## src/design/rlesd_pkg.sv

```systemverilog
// ----------------------------------------------------------------------------
// rlesd_pkg
// Shared types, field widths and codes of the run-length sprite decoder.
// ----------------------------------------------------------------------------
package rlesd_pkg;

    // Field widths of the ports
    localparam int OPC_W     = 2;
    localparam int WORD_W    = 32;
    localparam int ADDR_W    = 20;
    localparam int PIX_W     = 8;
    localparam int BYTES_W   = 24;
    localparam int RUN_W     = 16;
    localparam int CFG_IDX_W = 2;
    localparam int CFG_DIM_W = 11;

    // Defaults of the top-level parameters
    localparam int MAX_DIM_DEF   = 1024;
    localparam int TILE_SIZE_DEF = 64;

    // Results per item and the counter that holds 0..BEATS_MAX
    localparam int BEATS_MAX = 4;
    localparam int CNT_W     = 3;
    localparam int BEAT_W    = 2;

    // Queue between front and back
    localparam int QUEUE_DEPTH = 4;
    localparam int QPTR_W      = $clog2(QUEUE_DEPTH);

    // Source word decoding
    localparam logic [PIX_W-1:0]   RUN_TAG   = 8'hFF;
    localparam logic [BYTES_W-1:0] BYTES_MAX = 24'hFFFFFF;
    localparam logic [BYTES_W-1:0] BYTES_PER_WORD = 24'd4;

    // Opcodes of the input channel
    localparam logic [OPC_W-1:0] OP_WORD  = 2'd0;
    localparam logic [OPC_W-1:0] OP_PULL  = 2'd1;
    localparam logic [OPC_W-1:0] OP_START = 2'd2;

    // Configuration register indexes
    localparam logic [CFG_IDX_W-1:0] REG_SPRITE_WIDTH  = 2'd0;
    localparam logic [CFG_IDX_W-1:0] REG_SPRITE_HEIGHT = 2'd1;
    localparam logic [CFG_IDX_W-1:0] REG_TILE_MODE     = 2'd2;

    // Clamped configuration as seen by the address generator
    typedef struct packed {
        logic [CFG_DIM_W-1:0] width;
        logic [CFG_DIM_W-1:0] height;
        logic                 tile_mode;
    } cfg_t;

    // One classified item, queued for the back end
    typedef struct packed {
        logic                            clear;
        logic [CNT_W-1:0]                count;
        logic [BEATS_MAX-1:0][PIX_W-1:0] values;
        logic                            run_pending;
        logic                            sprite_done;
        logic [BYTES_W-1:0]              bytes;
        logic                            perr;
    } entry_t;

endpackage

```

## src/design/rlesd_front.sv

```systemverilog
// ----------------------------------------------------------------------------
// rlesd_front
// Accepts input items, decodes words and runs, keeps the pixel, run and
// byte counters, and queues one classified entry per item.
// ----------------------------------------------------------------------------
module rlesd_front #(
    parameter int TGT_W = 21
) (
    input  logic                           aclk,
    input  logic                           aresetn,
    input  logic                           s_valid,
    output logic                           s_ready,
    input  logic [rlesd_pkg::OPC_W-1:0]    s_opcode,
    input  logic [rlesd_pkg::WORD_W-1:0]   s_compressed_word,
    input  logic                           s_end_of_stream,
    input  logic                           hold,
    input  logic [TGT_W-1:0]               target,
    input  logic                           q_full,
    output logic                           push,
    output rlesd_pkg::entry_t              push_entry
);
    import rlesd_pkg::*;

    logic [TGT_W-1:0]   emitted_reg, emitted_next;
    logic [RUN_W-1:0]   run_left_reg, run_left_next;
    logic [PIX_W-1:0]   run_pixel_reg, run_pixel_next;
    logic [BYTES_W-1:0] bytes_reg, bytes_next;
    logic               finished_reg, finished_next;

    logic [TGT_W-1:0]   remaining;
    logic [TGT_W-1:0]   emitted_base;
    logic [CNT_W-1:0]   room;
    logic [CNT_W-1:0]   cnt;
    logic [RUN_W-1:0]   word_run;
    logic               all_now;
    logic               all_after;
    logic               word_ok;

    function automatic logic [CNT_W-1:0] take_count(input logic [RUN_W-1:0] avail,
                                                    input logic [CNT_W-1:0] cap);
        return (avail >= RUN_W'(cap)) ? cap : avail[CNT_W-1:0];
    endfunction

    assign s_ready = !q_full && !hold;
    assign push    = s_valid && s_ready;
    assign word_run = s_compressed_word[RUN_W-1:0];

    always_comb begin
        all_now   = emitted_reg >= target;
        remaining = all_now ? '0 : target - emitted_reg;
        room      = (remaining >= TGT_W'(BEATS_MAX)) ? CNT_W'(BEATS_MAX)
                                                     : remaining[CNT_W-1:0];
        word_ok   = !(finished_reg || (run_left_reg != '0) || all_now);

        emitted_base   = emitted_reg;
        run_left_next  = run_left_reg;
        run_pixel_next = run_pixel_reg;
        bytes_next     = bytes_reg;
        finished_next  = finished_reg;
        cnt            = '0;
        push_entry.values = {BEATS_MAX{run_pixel_reg}};
        push_entry.perr   = 1'b0;
        push_entry.clear  = 1'b0;

        unique case (s_opcode)
            OP_WORD: begin
                if (!word_ok) begin
                    push_entry.perr = 1'b1;
                end else begin
                    bytes_next = (bytes_reg > BYTES_MAX - BYTES_PER_WORD) ? BYTES_MAX
                                                                          : bytes_reg + BYTES_PER_WORD;
                    if (s_compressed_word[WORD_W-1 -: PIX_W] == RUN_TAG) begin
                        run_pixel_next    = s_compressed_word[RUN_W +: PIX_W];
                        cnt               = take_count(word_run, room);
                        run_left_next     = word_run - RUN_W'(cnt);
                        push_entry.values = {BEATS_MAX{s_compressed_word[RUN_W +: PIX_W]}};
                    end else begin
                        cnt               = room;
                        push_entry.values = s_compressed_word;
                    end
                    if (s_end_of_stream) begin
                        finished_next = 1'b1;
                    end
                end
            end
            OP_PULL: begin
                cnt           = take_count(run_left_reg, room);
                run_left_next = run_left_reg - RUN_W'(cnt);
            end
            OP_START: begin
                emitted_base     = '0;
                run_left_next    = '0;
                run_pixel_next   = '0;
                bytes_next       = '0;
                finished_next    = 1'b0;
                push_entry.clear = 1'b1;
            end
            default: begin
            end
        endcase

        emitted_next = emitted_base + TGT_W'(cnt);
        all_after    = emitted_next >= target;
        // a finished sprite drops whatever is left of the run
        if (all_after) begin
            run_left_next = '0;
        end

        push_entry.count       = cnt;
        push_entry.run_pending = run_left_next != '0;
        push_entry.sprite_done = finished_next || all_after;
        push_entry.bytes       = bytes_next;
    end

    always_ff @(posedge aclk) begin
        if (!aresetn) begin
            emitted_reg   <= '0;
            run_left_reg  <= '0;
            run_pixel_reg <= '0;
            bytes_reg     <= '0;
            finished_reg  <= 1'b0;
        end else if (push) begin
            emitted_reg   <= emitted_next;
            run_left_reg  <= run_left_next;
            run_pixel_reg <= run_pixel_next;
            bytes_reg     <= bytes_next;
            finished_reg  <= finished_next;
        end
    end

endmodule

```

## src/design/rlesd_queue.sv

```systemverilog
// ----------------------------------------------------------------------------
// rlesd_queue
// Short FIFO of classified entries between the front and the back end.
// ----------------------------------------------------------------------------
module rlesd_queue (
    input  logic              aclk,
    input  logic              aresetn,
    input  logic              push,
    input  rlesd_pkg::entry_t push_entry,
    output logic              full,
    input  logic              pop,
    output logic              head_valid,
    output rlesd_pkg::entry_t head
);
    import rlesd_pkg::*;

    entry_t              slots_reg [QUEUE_DEPTH];
    logic [QPTR_W-1:0]   wr_ptr_reg;
    logic [QPTR_W-1:0]   rd_ptr_reg;
    logic [QPTR_W:0]     fill_reg, fill_next;

    assign full       = fill_reg == (QPTR_W+1)'(QUEUE_DEPTH);
    assign head_valid = fill_reg != '0;
    assign head       = slots_reg[rd_ptr_reg];

    always_comb begin
        fill_next = fill_reg;
        priority if (push && !pop) begin
            fill_next = fill_reg + 1'b1;
        end else if (pop && !push) begin
            fill_next = fill_reg - 1'b1;
        end
    end

    always_ff @(posedge aclk) begin
        if (push) begin
            slots_reg[wr_ptr_reg] <= push_entry;
        end
    end

    always_ff @(posedge aclk) begin
        if (!aresetn) begin
            wr_ptr_reg <= '0;
            rd_ptr_reg <= '0;
            fill_reg   <= '0;
        end else begin
            if (push) begin
                wr_ptr_reg <= wr_ptr_reg + 1'b1;
            end
            if (pop) begin
                rd_ptr_reg <= rd_ptr_reg + 1'b1;
            end
            fill_reg <= fill_next;
        end
    end

endmodule

```

## src/design/rlesd_back.sv

```systemverilog
// ----------------------------------------------------------------------------
// rlesd_back
// Splits each queued entry into results, one a cycle unless stalled; walks
// the raster or tile scan to address pixels; holds results in an output stage.
// ----------------------------------------------------------------------------
module rlesd_back #(
    parameter int MAX_DIM   = rlesd_pkg::MAX_DIM_DEF,
    parameter int TILE_SIZE = rlesd_pkg::TILE_SIZE_DEF,
    parameter int TGT_W     = 21
) (
    input  logic                           aclk,
    input  logic                           aresetn,
    input  rlesd_pkg::cfg_t                cfg,
    input  logic                           head_valid,
    input  rlesd_pkg::entry_t              head,
    output logic                           pop,
    output logic                           m_valid,
    input  logic                           m_ready,
    output logic [rlesd_pkg::ADDR_W-1:0]   m_pixel_address,
    output logic [rlesd_pkg::PIX_W-1:0]    m_pixel_value,
    output logic                           m_write_enable,
    output logic                           m_item_last,
    output logic                           m_run_pending,
    output logic                           m_sprite_done,
    output logic [rlesd_pkg::BYTES_W-1:0]  m_bytes_consumed,
    output logic                           m_protocol_error
);
    import rlesd_pkg::*;

    localparam int DIM_CAP = (1 << CFG_DIM_W) - 1;
    localparam int DIM_EFF = (MAX_DIM > DIM_CAP) ? DIM_CAP : MAX_DIM;
    localparam int TIN_W   = $clog2(TILE_SIZE + 1);
    // After a geometry change, tile rows past the sprite edge can take as
    // little as one pixel each, so the row origin is bounded by the pixel
    // target times the tile size.
    localparam int BASE_W  = $clog2(DIM_EFF * DIM_EFF * TILE_SIZE + 1);
    localparam int CMP_W   = BASE_W + 1;
    localparam int PROD_W  = CMP_W + CFG_DIM_W;

    logic [BASE_W-1:0] row_tbase_reg, row_tbase_next;
    logic [BASE_W-1:0] col_tbase_reg, col_tbase_next;
    logic [TIN_W-1:0]  row_in_reg, row_in_next;
    logic [TIN_W-1:0]  col_in_reg, col_in_next;
    logic [TGT_W-1:0]  lin_reg, lin_next;
    logic [BEAT_W-1:0] beat_reg;

    logic               m_valid_reg;
    logic [ADDR_W-1:0]  addr_reg;
    logic [PIX_W-1:0]   value_reg;
    logic               we_reg, last_reg, pend_reg, done_reg, perr_reg;
    logic [BYTES_W-1:0] bytes_reg;

    logic               fire;
    logic               we;
    logic               last;
    logic [CMP_W-1:0]   y;
    logic [CMP_W-1:0]   x;
    logic [PROD_W-1:0]  prod;
    logic [ADDR_W-1:0]  addr;
    logic [TIN_W-1:0]   col_step;
    logic [TIN_W-1:0]   row_step;
    logic               col_wrap;
    logic               row_wrap;
    logic               tcol_wrap;

    assign fire = head_valid && (!m_valid_reg || m_ready);
    assign we   = head.count != '0;
    assign last = (head.count <= CNT_W'(1)) ||
                  (beat_reg == BEAT_W'(head.count - CNT_W'(1)));
    assign pop  = fire && last;

    // destination address of the current pixel
    always_comb begin
        y    = CMP_W'(row_tbase_reg) + CMP_W'(row_in_reg);
        x    = CMP_W'(col_tbase_reg) + CMP_W'(col_in_reg);
        prod = PROD_W'(y) * PROD_W'(cfg.width);
        addr = cfg.tile_mode ? ADDR_W'(prod + PROD_W'(x)) : ADDR_W'(lin_reg);
    end

    // step the scan by one pixel; edge tiles are clipped to the sprite
    always_comb begin
        col_step  = col_in_reg + 1'b1;
        row_step  = row_in_reg + 1'b1;
        col_wrap  = (CMP_W'(col_tbase_reg) + CMP_W'(col_step) >= CMP_W'(cfg.width)) ||
                    (col_step >= TIN_W'(TILE_SIZE));
        row_wrap  = (CMP_W'(row_tbase_reg) + CMP_W'(row_step) >= CMP_W'(cfg.height)) ||
                    (row_step >= TIN_W'(TILE_SIZE));
        tcol_wrap = CMP_W'(col_tbase_reg) + CMP_W'(TILE_SIZE) >= CMP_W'(cfg.width);

        lin_next       = lin_reg + 1'b1;
        col_in_next    = col_step;
        row_in_next    = row_in_reg;
        col_tbase_next = col_tbase_reg;
        row_tbase_next = row_tbase_reg;
        if (col_wrap) begin
            col_in_next = '0;
            row_in_next = row_step;
            if (row_wrap) begin
                row_in_next = '0;
                if (tcol_wrap) begin
                    col_tbase_next = '0;
                    row_tbase_next = row_tbase_reg + BASE_W'(TILE_SIZE);
                end else begin
                    col_tbase_next = col_tbase_reg + BASE_W'(TILE_SIZE);
                end
            end
        end
    end

    always_ff @(posedge aclk) begin
        if (!aresetn) begin
            row_tbase_reg <= '0;
            col_tbase_reg <= '0;
            row_in_reg    <= '0;
            col_in_reg    <= '0;
            lin_reg       <= '0;
            beat_reg      <= '0;
            m_valid_reg   <= 1'b0;
        end else begin
            if (fire) begin
                m_valid_reg <= 1'b1;
                beat_reg    <= last ? '0 : beat_reg + 1'b1;
                priority if (head.clear) begin
                    row_tbase_reg <= '0;
                    col_tbase_reg <= '0;
                    row_in_reg    <= '0;
                    col_in_reg    <= '0;
                    lin_reg       <= '0;
                end else if (we) begin
                    row_tbase_reg <= row_tbase_next;
                    col_tbase_reg <= col_tbase_next;
                    row_in_reg    <= row_in_next;
                    col_in_reg    <= col_in_next;
                    lin_reg       <= lin_next;
                end
            end else if (m_ready) begin
                m_valid_reg <= 1'b0;
            end
        end
    end

    always_ff @(posedge aclk) begin
        if (fire) begin
            addr_reg  <= we ? addr : '0;
            value_reg <= we ? head.values[beat_reg] : '0;
            we_reg    <= we;
            last_reg  <= last;
            pend_reg  <= head.run_pending;
            done_reg  <= head.sprite_done;
            bytes_reg <= head.bytes;
            perr_reg  <= head.perr;
        end
    end

    assign m_valid          = m_valid_reg;
    assign m_pixel_address  = addr_reg;
    assign m_pixel_value    = value_reg;
    assign m_write_enable   = we_reg;
    assign m_item_last      = last_reg;
    assign m_run_pending    = pend_reg;
    assign m_sprite_done    = done_reg;
    assign m_bytes_consumed = bytes_reg;
    assign m_protocol_error = perr_reg;

endmodule

```

## src/design/rle_word_sprite_decoder_tiled.sv

```systemverilog
// ----------------------------------------------------------------------------
// rle_word_sprite_decoder_tiled
// Run-length sprite decoder: 32-bit source words in, addressed pixel writes
// out, in raster or tiled order.
// ----------------------------------------------------------------------------
// Path: an item is queued, and its results are registered in an output stage.
// Throughput: one item per cycle while the queue is not full and the target
//   is not being recomputed; the back end emits one result per cycle unless
//   m_ready stalls it, so an item with n pixel writes (n from 1 to 4) gives n results.
// Reset: counters, queue and output stage clear; width and height reset to 1,
//   linear mode. The input stalls after reset and after each configuration
//   write while the pixel target is recomputed.
// ----------------------------------------------------------------------------
module rle_word_sprite_decoder_tiled #(
    parameter int MAX_DIM   = rlesd_pkg::MAX_DIM_DEF,
    parameter int TILE_SIZE = rlesd_pkg::TILE_SIZE_DEF
) (
    input  logic                              aclk,
    input  logic                              aresetn,
    // configuration writes
    input  logic                              cfg_valid,
    output logic                              cfg_ready,
    input  logic [rlesd_pkg::CFG_IDX_W-1:0]   cfg_index,
    input  logic [rlesd_pkg::CFG_DIM_W-1:0]   cfg_data,
    // source items
    input  logic                              s_valid,
    output logic                              s_ready,
    input  logic [rlesd_pkg::OPC_W-1:0]       s_opcode,
    input  logic [rlesd_pkg::WORD_W-1:0]      s_compressed_word,
    input  logic                              s_end_of_stream,
    // pixel results
    output logic                              m_valid,
    input  logic                              m_ready,
    output logic [rlesd_pkg::ADDR_W-1:0]      m_pixel_address,
    output logic [rlesd_pkg::PIX_W-1:0]       m_pixel_value,
    output logic                              m_write_enable,
    output logic                              m_item_last,
    output logic                              m_run_pending,
    output logic                              m_sprite_done,
    output logic [rlesd_pkg::BYTES_W-1:0]     m_bytes_consumed,
    output logic                              m_protocol_error
);
    import rlesd_pkg::*;

    // Dimensions clamp to MAX_DIM, and never above what the 11-bit fields hold.
    localparam int DIM_CAP = (1 << CFG_DIM_W) - 1;
    localparam int DIM_EFF = (MAX_DIM > DIM_CAP) ? DIM_CAP : MAX_DIM;
    localparam int TGT_W   = $clog2(DIM_EFF * DIM_EFF + 1);

    cfg_t               cfg_reg;
    logic               settle_reg;
    logic [TGT_W-1:0]   target_reg;
    logic [CFG_DIM_W-1:0] dim_clamped;
    logic               cfg_xfer;

    logic               push;
    entry_t             push_entry;
    logic               q_full;
    logic               pop;
    logic               head_valid;
    entry_t             head;

    // Configuration is always taken at once.
    assign cfg_ready   = 1'b1;
    assign cfg_xfer    = cfg_valid && cfg_ready;
    assign dim_clamped = (cfg_data > CFG_DIM_W'(DIM_EFF)) ? CFG_DIM_W'(DIM_EFF) : cfg_data;

    // Hold the clamped values; only the clamped values ever matter.
    always_ff @(posedge aclk) begin
        if (!aresetn) begin
            cfg_reg.width     <= CFG_DIM_W'(1);
            cfg_reg.height    <= CFG_DIM_W'(1);
            cfg_reg.tile_mode <= 1'b0;
            settle_reg        <= 1'b1;
        end else begin
            settle_reg <= cfg_xfer;
            if (cfg_xfer) begin
                unique case (cfg_index)
                    REG_SPRITE_WIDTH:  cfg_reg.width     <= dim_clamped;
                    REG_SPRITE_HEIGHT: cfg_reg.height    <= dim_clamped;
                    REG_TILE_MODE:     cfg_reg.tile_mode <= cfg_data[0];
                    default: begin
                    end
                endcase
            end
        end
    end

    // Pixel target width*height, registered off the compare path. The input
    // stalls while this register still lags the config.
    always_ff @(posedge aclk) begin
        target_reg <= TGT_W'(cfg_reg.width * cfg_reg.height);
    end

    // Front: accept, decode, count, queue.
    rlesd_front #(
        .TGT_W (TGT_W)
    ) u_front (
        .aclk              (aclk),
        .aresetn           (aresetn),
        .s_valid           (s_valid),
        .s_ready           (s_ready),
        .s_opcode          (s_opcode),
        .s_compressed_word (s_compressed_word),
        .s_end_of_stream   (s_end_of_stream),
        .hold              (settle_reg),
        .target            (target_reg),
        .q_full            (q_full),
        .push              (push),
        .push_entry        (push_entry)
    );

    // Queue: lets the front keep taking items while the back drains bursts.
    rlesd_queue u_queue (
        .aclk       (aclk),
        .aresetn    (aresetn),
        .push       (push),
        .push_entry (push_entry),
        .full       (q_full),
        .pop        (pop),
        .head_valid (head_valid),
        .head       (head)
    );

    // Back: one result per cycle unless m_ready stalls it, address walk, output stage.
    rlesd_back #(
        .MAX_DIM   (MAX_DIM),
        .TILE_SIZE (TILE_SIZE),
        .TGT_W     (TGT_W)
    ) u_back (
        .aclk             (aclk),
        .aresetn          (aresetn),
        .cfg              (cfg_reg),
        .head_valid       (head_valid),
        .head             (head),
        .pop              (pop),
        .m_valid          (m_valid),
        .m_ready          (m_ready),
        .m_pixel_address  (m_pixel_address),
        .m_pixel_value    (m_pixel_value),
        .m_write_enable   (m_write_enable),
        .m_item_last      (m_item_last),
        .m_run_pending    (m_run_pending),
        .m_sprite_done    (m_sprite_done),
        .m_bytes_consumed (m_bytes_consumed),
        .m_protocol_error (m_protocol_error)
    );

    // A result without a write is always the only result of its item.
    a_nowrite_last: assert property (@(posedge aclk) disable iff (!aresetn)
        m_valid && !m_write_enable |-> m_item_last)
        else $error("result without write is not the last of its item");

    // A result without a write carries a zero address and value.
    a_nowrite_zero: assert property (@(posedge aclk) disable iff (!aresetn)
        m_valid && !m_write_enable |-> (m_pixel_address == '0) && (m_pixel_value == '0))
        else $error("result without write carries nonzero payload");

    // After a transfer that is not the last of its item, the next result follows.
    a_burst_gapless: assert property (@(posedge aclk) disable iff (!aresetn)
        m_valid && m_ready && !m_item_last |=> m_valid)
        else $error("gap inside the results of one item");

    // A rejected word never writes a pixel.
    a_perr_nowrite: assert property (@(posedge aclk) disable iff (!aresetn)
        m_valid && m_protocol_error |-> !m_write_enable)
        else $error("rejected word produced a pixel write");

endmodule

```

## config.mk

```make
export PLATFORM = sky130hd
export DESIGN_NAME = rle_word_sprite_decoder_tiled
export DESIGN_NICKNAME = d
export VERILOG_FILES = /design/src/design/rlesd_pkg.sv /design/src/design/rlesd_front.sv /design/src/design/rlesd_queue.sv /design/src/design/rlesd_back.sv /design/src/design/rle_word_sprite_decoder_tiled.sv
export SDC_FILE = /design/constraint.sdc
export NUM_CORES = 2
export LEC_CHECK = 0
export BUFFER_PORTS_ARGS = -buffer_cell sky130_fd_sc_hd__buf_2
export CORE_MARGIN = 4
export CORE_UTILIZATION = 40
export CTS_BUF_LIST = sky130_fd_sc_hd__clkbuf_4 sky130_fd_sc_hd__clkbuf_8
export DETAILED_ROUTE_END_ITERATION = 6
export SYNTH_ARGS = -nofsm -noshare
export SYNTH_HDL_FRONTEND = slang
export SYNTH_HIERARCHICAL = 1
export SYNTH_SLANG_ARGS = --single-unit
export TNS_END_PERCENT = 10
```

## constraint.sdc

```tcl
create_clock -name aclk -period 18.35 [get_ports aclk]
set_clock_uncertainty 0.1 [all_clocks]
set_input_delay 0 -clock aclk [delete_from_list [all_inputs] [get_ports aclk]]
set_output_delay 0 -clock aclk [all_outputs]
set_load 0.005 [all_outputs]
```

==> results.json <==
{
  "ys_warn_count": 6,
  "cp-start-kind": "flop",
  "overflow": 0,
  "area_growth_pct": 10.9,
  "synth_common_cells": "nand2_1, inv_1, edfxtp_1",
  "maxCapViolCount": 0,
  "cts.repair.resized": 0,
  "grt_max_degree": 65,
  "arrival_ps": 10750,
  "syn_area_um2": 37100,
  "ys_seq_area_share_pct": 36.0,
  "cts_buffer_depth": 3,
  "initial_core_util_pct": 40.4,
  "yosysTopAreaCellShare_pct": 25.0,
  "synth.distinct_cells": 110,
  "crit_slowest_cell": "nor4_4",
  "regToRegSetupSlack_ps": 7850,
  "detail_route.iter0.violations": 2408,
  "peakVddDrop_uv": 76.6,
  "core_um2": 91800,
  "switching_power_w": 0.00100,
  "place_worst_setup_slack_ps": 8100,
  "cts_tree": "yes",
  "finalCritPeriodShare_pct": 57.2,
  "max_slew_margin_pct": 16.2,
  "cts_made_buffers": 87,
  "first_global_vias": 28500,
  "drive_above_1_share_pct": 10.8,
  "antenna_found_initial": 2,
  "drc": 0,
  "routed_wl_um": 98800,
  "ys_ff_latch": 512,
  "ff2ff_path_depth": 37,
  "post-route-min-period_ps": 10500,
  "ant_nets": 0,
  "die_area_um2": 97700,
  "cts_sinks": 512,
  "synth_ff_type": "edfxtp_1",
  "gp_congestion": 0.935,
  "switching_share_pct": 31.3,
  "first_pass_iters": 6,
  "critPathBufInv": 2,
  "tightest_slew_ps": 1260,
  "startpoint": "target_reg[0]",
  "portBuffers": 111,
  "cts-root-buf": "clkbuf_8",
  "rsz0062_at_grt": "false",
  "setup.worst_path.end": "u_queue/slots_reg[1][26]",
  "tns_ps": 0,
  "cp_data_required_time_ps": 18600,
  "worstSetupPathType": "reg2reg",
  "clk-insertion-delay-late_ps": 720,
  "wl_per_cell_um": 19.0,
  "end_kind": "flop",
  "place_hpwl_um": 69800,
  "power_density_nw_per_um2": 77.9,
  "largest_reg_flops": 252,
  "drv_slew": 0,
  "synthTopCellsByArea": "edfxtp_1, fa_1, dfxtp_1",
  "finalHoldViolCount": 0,
  "synth_largest_area_cell": "edfxtp_1",
  "grt_pass1_wl_um": 158000,
  "core.rowCount": 111,
  "async_flop_share_pct": 0,
  "crit_cells": 37,
  "power_leakage_nw": 16.4,
  "p_comb_share_pct": 23.0,
  "vias": 28500,
  "worstReg2RegStart": "target_reg[0]",
  "fin_area_um2": 41100,
  "fin_ws_ps": 7850,
  "r2r_end": "u_queue/slots_reg[1][26]",
  "via_per_inst": 5.48,
  "status": "complete, no violations",
  "fmax_mhz": 95.3,
  "seqPwrFrac_pct": 43.1,
  "die_w_um": 313,
  "netlist_instances": 3772,
  "grt_usage_pct": 20.1,
  "hp-class": "in2reg",
  "crit_path_max_incr_delay_ps": 780,
  "critPathTopFamily": "simple AND/OR/NAND/NOR gates",
  "critPathMaxFanout": 15,
  "ios": 113,
  "setup-violations-final": 0,
  "num-nets-final": 4360,
  "die_height_um": 313,
  "cts-htree-levels": 3,
  "p_int_w": 0.00220,
  "synth_edf_count": 309,
  "yosysMostFrequentCell": "nand2_1",
  "pwr-share-clk_pct": 33.8,
  "place_area_um2": 38600,
  "avgSynthCellArea_um2": 9.84,
  "clkTransAtPathRegs_ps": 60
}
-- layout by cell type, fill, tap and decap left out, drive strengths merged, types with 68 or more instances in the layout --
cell type      n
a21oi        215
and2         153
buf          152
clkbuf       126
dfxtp        203
dlygate4sd3   68
edfxtp       309
fa           214
ha           215
inv          391
mux4          71
nand2        477
nand3         81
nor2         215
nor3          69
o21ai        109
xnor2         90
-- stage by stage --
step / hold WS [ps] / instances / power [W] / util (%)
final: 77.1 / 5192 / 0.00320 / 44.8
after global routing: 96.8 / 5192 / 0.00337 / 44.8
after CTS: 27.5 / 5191 / 0.00324 / 44.8
after detailed placement: 204 / 4964 / 0.00213 / 42.1
after global placement: 200 / 4964 / 0.00213 / 42.1
after floorplan: -27.0 / 3773 / 0.00190 / -
-- power by group through the flow --
stage          Sequential, W  Clock, W  Combinational (W)
2_1_floorplan        0.00139         0           0.000511
3_3_place_gp         0.00141         0           0.000719
3_5_place_dp         0.00141         0           0.000722
4_1_cts              0.00138   0.00112           0.000737
5_1_grt              0.00139   0.00117           0.000809
6_report             0.00138   0.00108           0.000738
-- per-layer routing --
layer | up-vias | global-route usage (%) | part of all wire [%]
li1 | 13400 | - | -
met1 | 14000 | 27.4 | 44
met2 | 867 | 33.8 | 48
met3 | 161 | 2.27 | 5.4
met4 | 0 | 5.97 | 2.7
met5 | - | 0 | 0
-- cells by family (layout without fill, tap and decap cells) --
family                     after synthesis  count (layout)  share of synthesized area, %
xor gates and xnor gates               156             156                          3.83
DFF                                    512             512                          36.0
and+or+nand+nor                       1312            1312                          17.7
other                                    3               5                        0.0303
adders and majority gates              430             430                          18.8
muxes                                  117             117                          5.59
AOI/OAI and AO/OA                      652             652                          11.7
buffers and inverters                  590             765                          6.45
-- repair_timing --
item                                   4_1_cts  5_1_grt
setup endpoints to repair                    0        0
setup buffers                                0        0
hold buffers                                68        0
endpoints found under the hold margin      232        0
-- worst min path at each step --
stage,cells after the start,slack (ps),endpoint,start
after floorplan,1,-30,settle_reg,aresetn
after global placement,3,200,cfg_reg[0],cfg_data[0]
after detailed placement,3,200,cfg_reg[0],cfg_data[0]
after CTS,4,30,u_front/finished_reg,s_end_of_stream
after global routing,4,100,u_front/finished_reg,s_end_of_stream
final,4,80,u_front/finished_reg,s_end_of_stream
-- worst reg2reg max path: cells and delay by family (launching register included) --
kind / cells / cell delay (ps)
and+or+nand+nor: 19 / 5810
adders and majority gates: 5 / 1670
AOI/OAI and AO/OA: 9 / 1840
xor gates and xnor gates: 2 / 330
buffers and inverters: 2 / 110
DFF: 1 / 310
-- area by class of cell --
type	instances	area (um2)
well taps	1243	1560
repair buffers	220	1540
inverters	386	1450
clock inverters	33	277
clock buffers	126	1570
flip-flops and latches	512	13300
multi-input cells	2671	21400
diodes	1	2.50
fillers	8812	50700
Note: power is estimated with default switching activity, not from simulation.
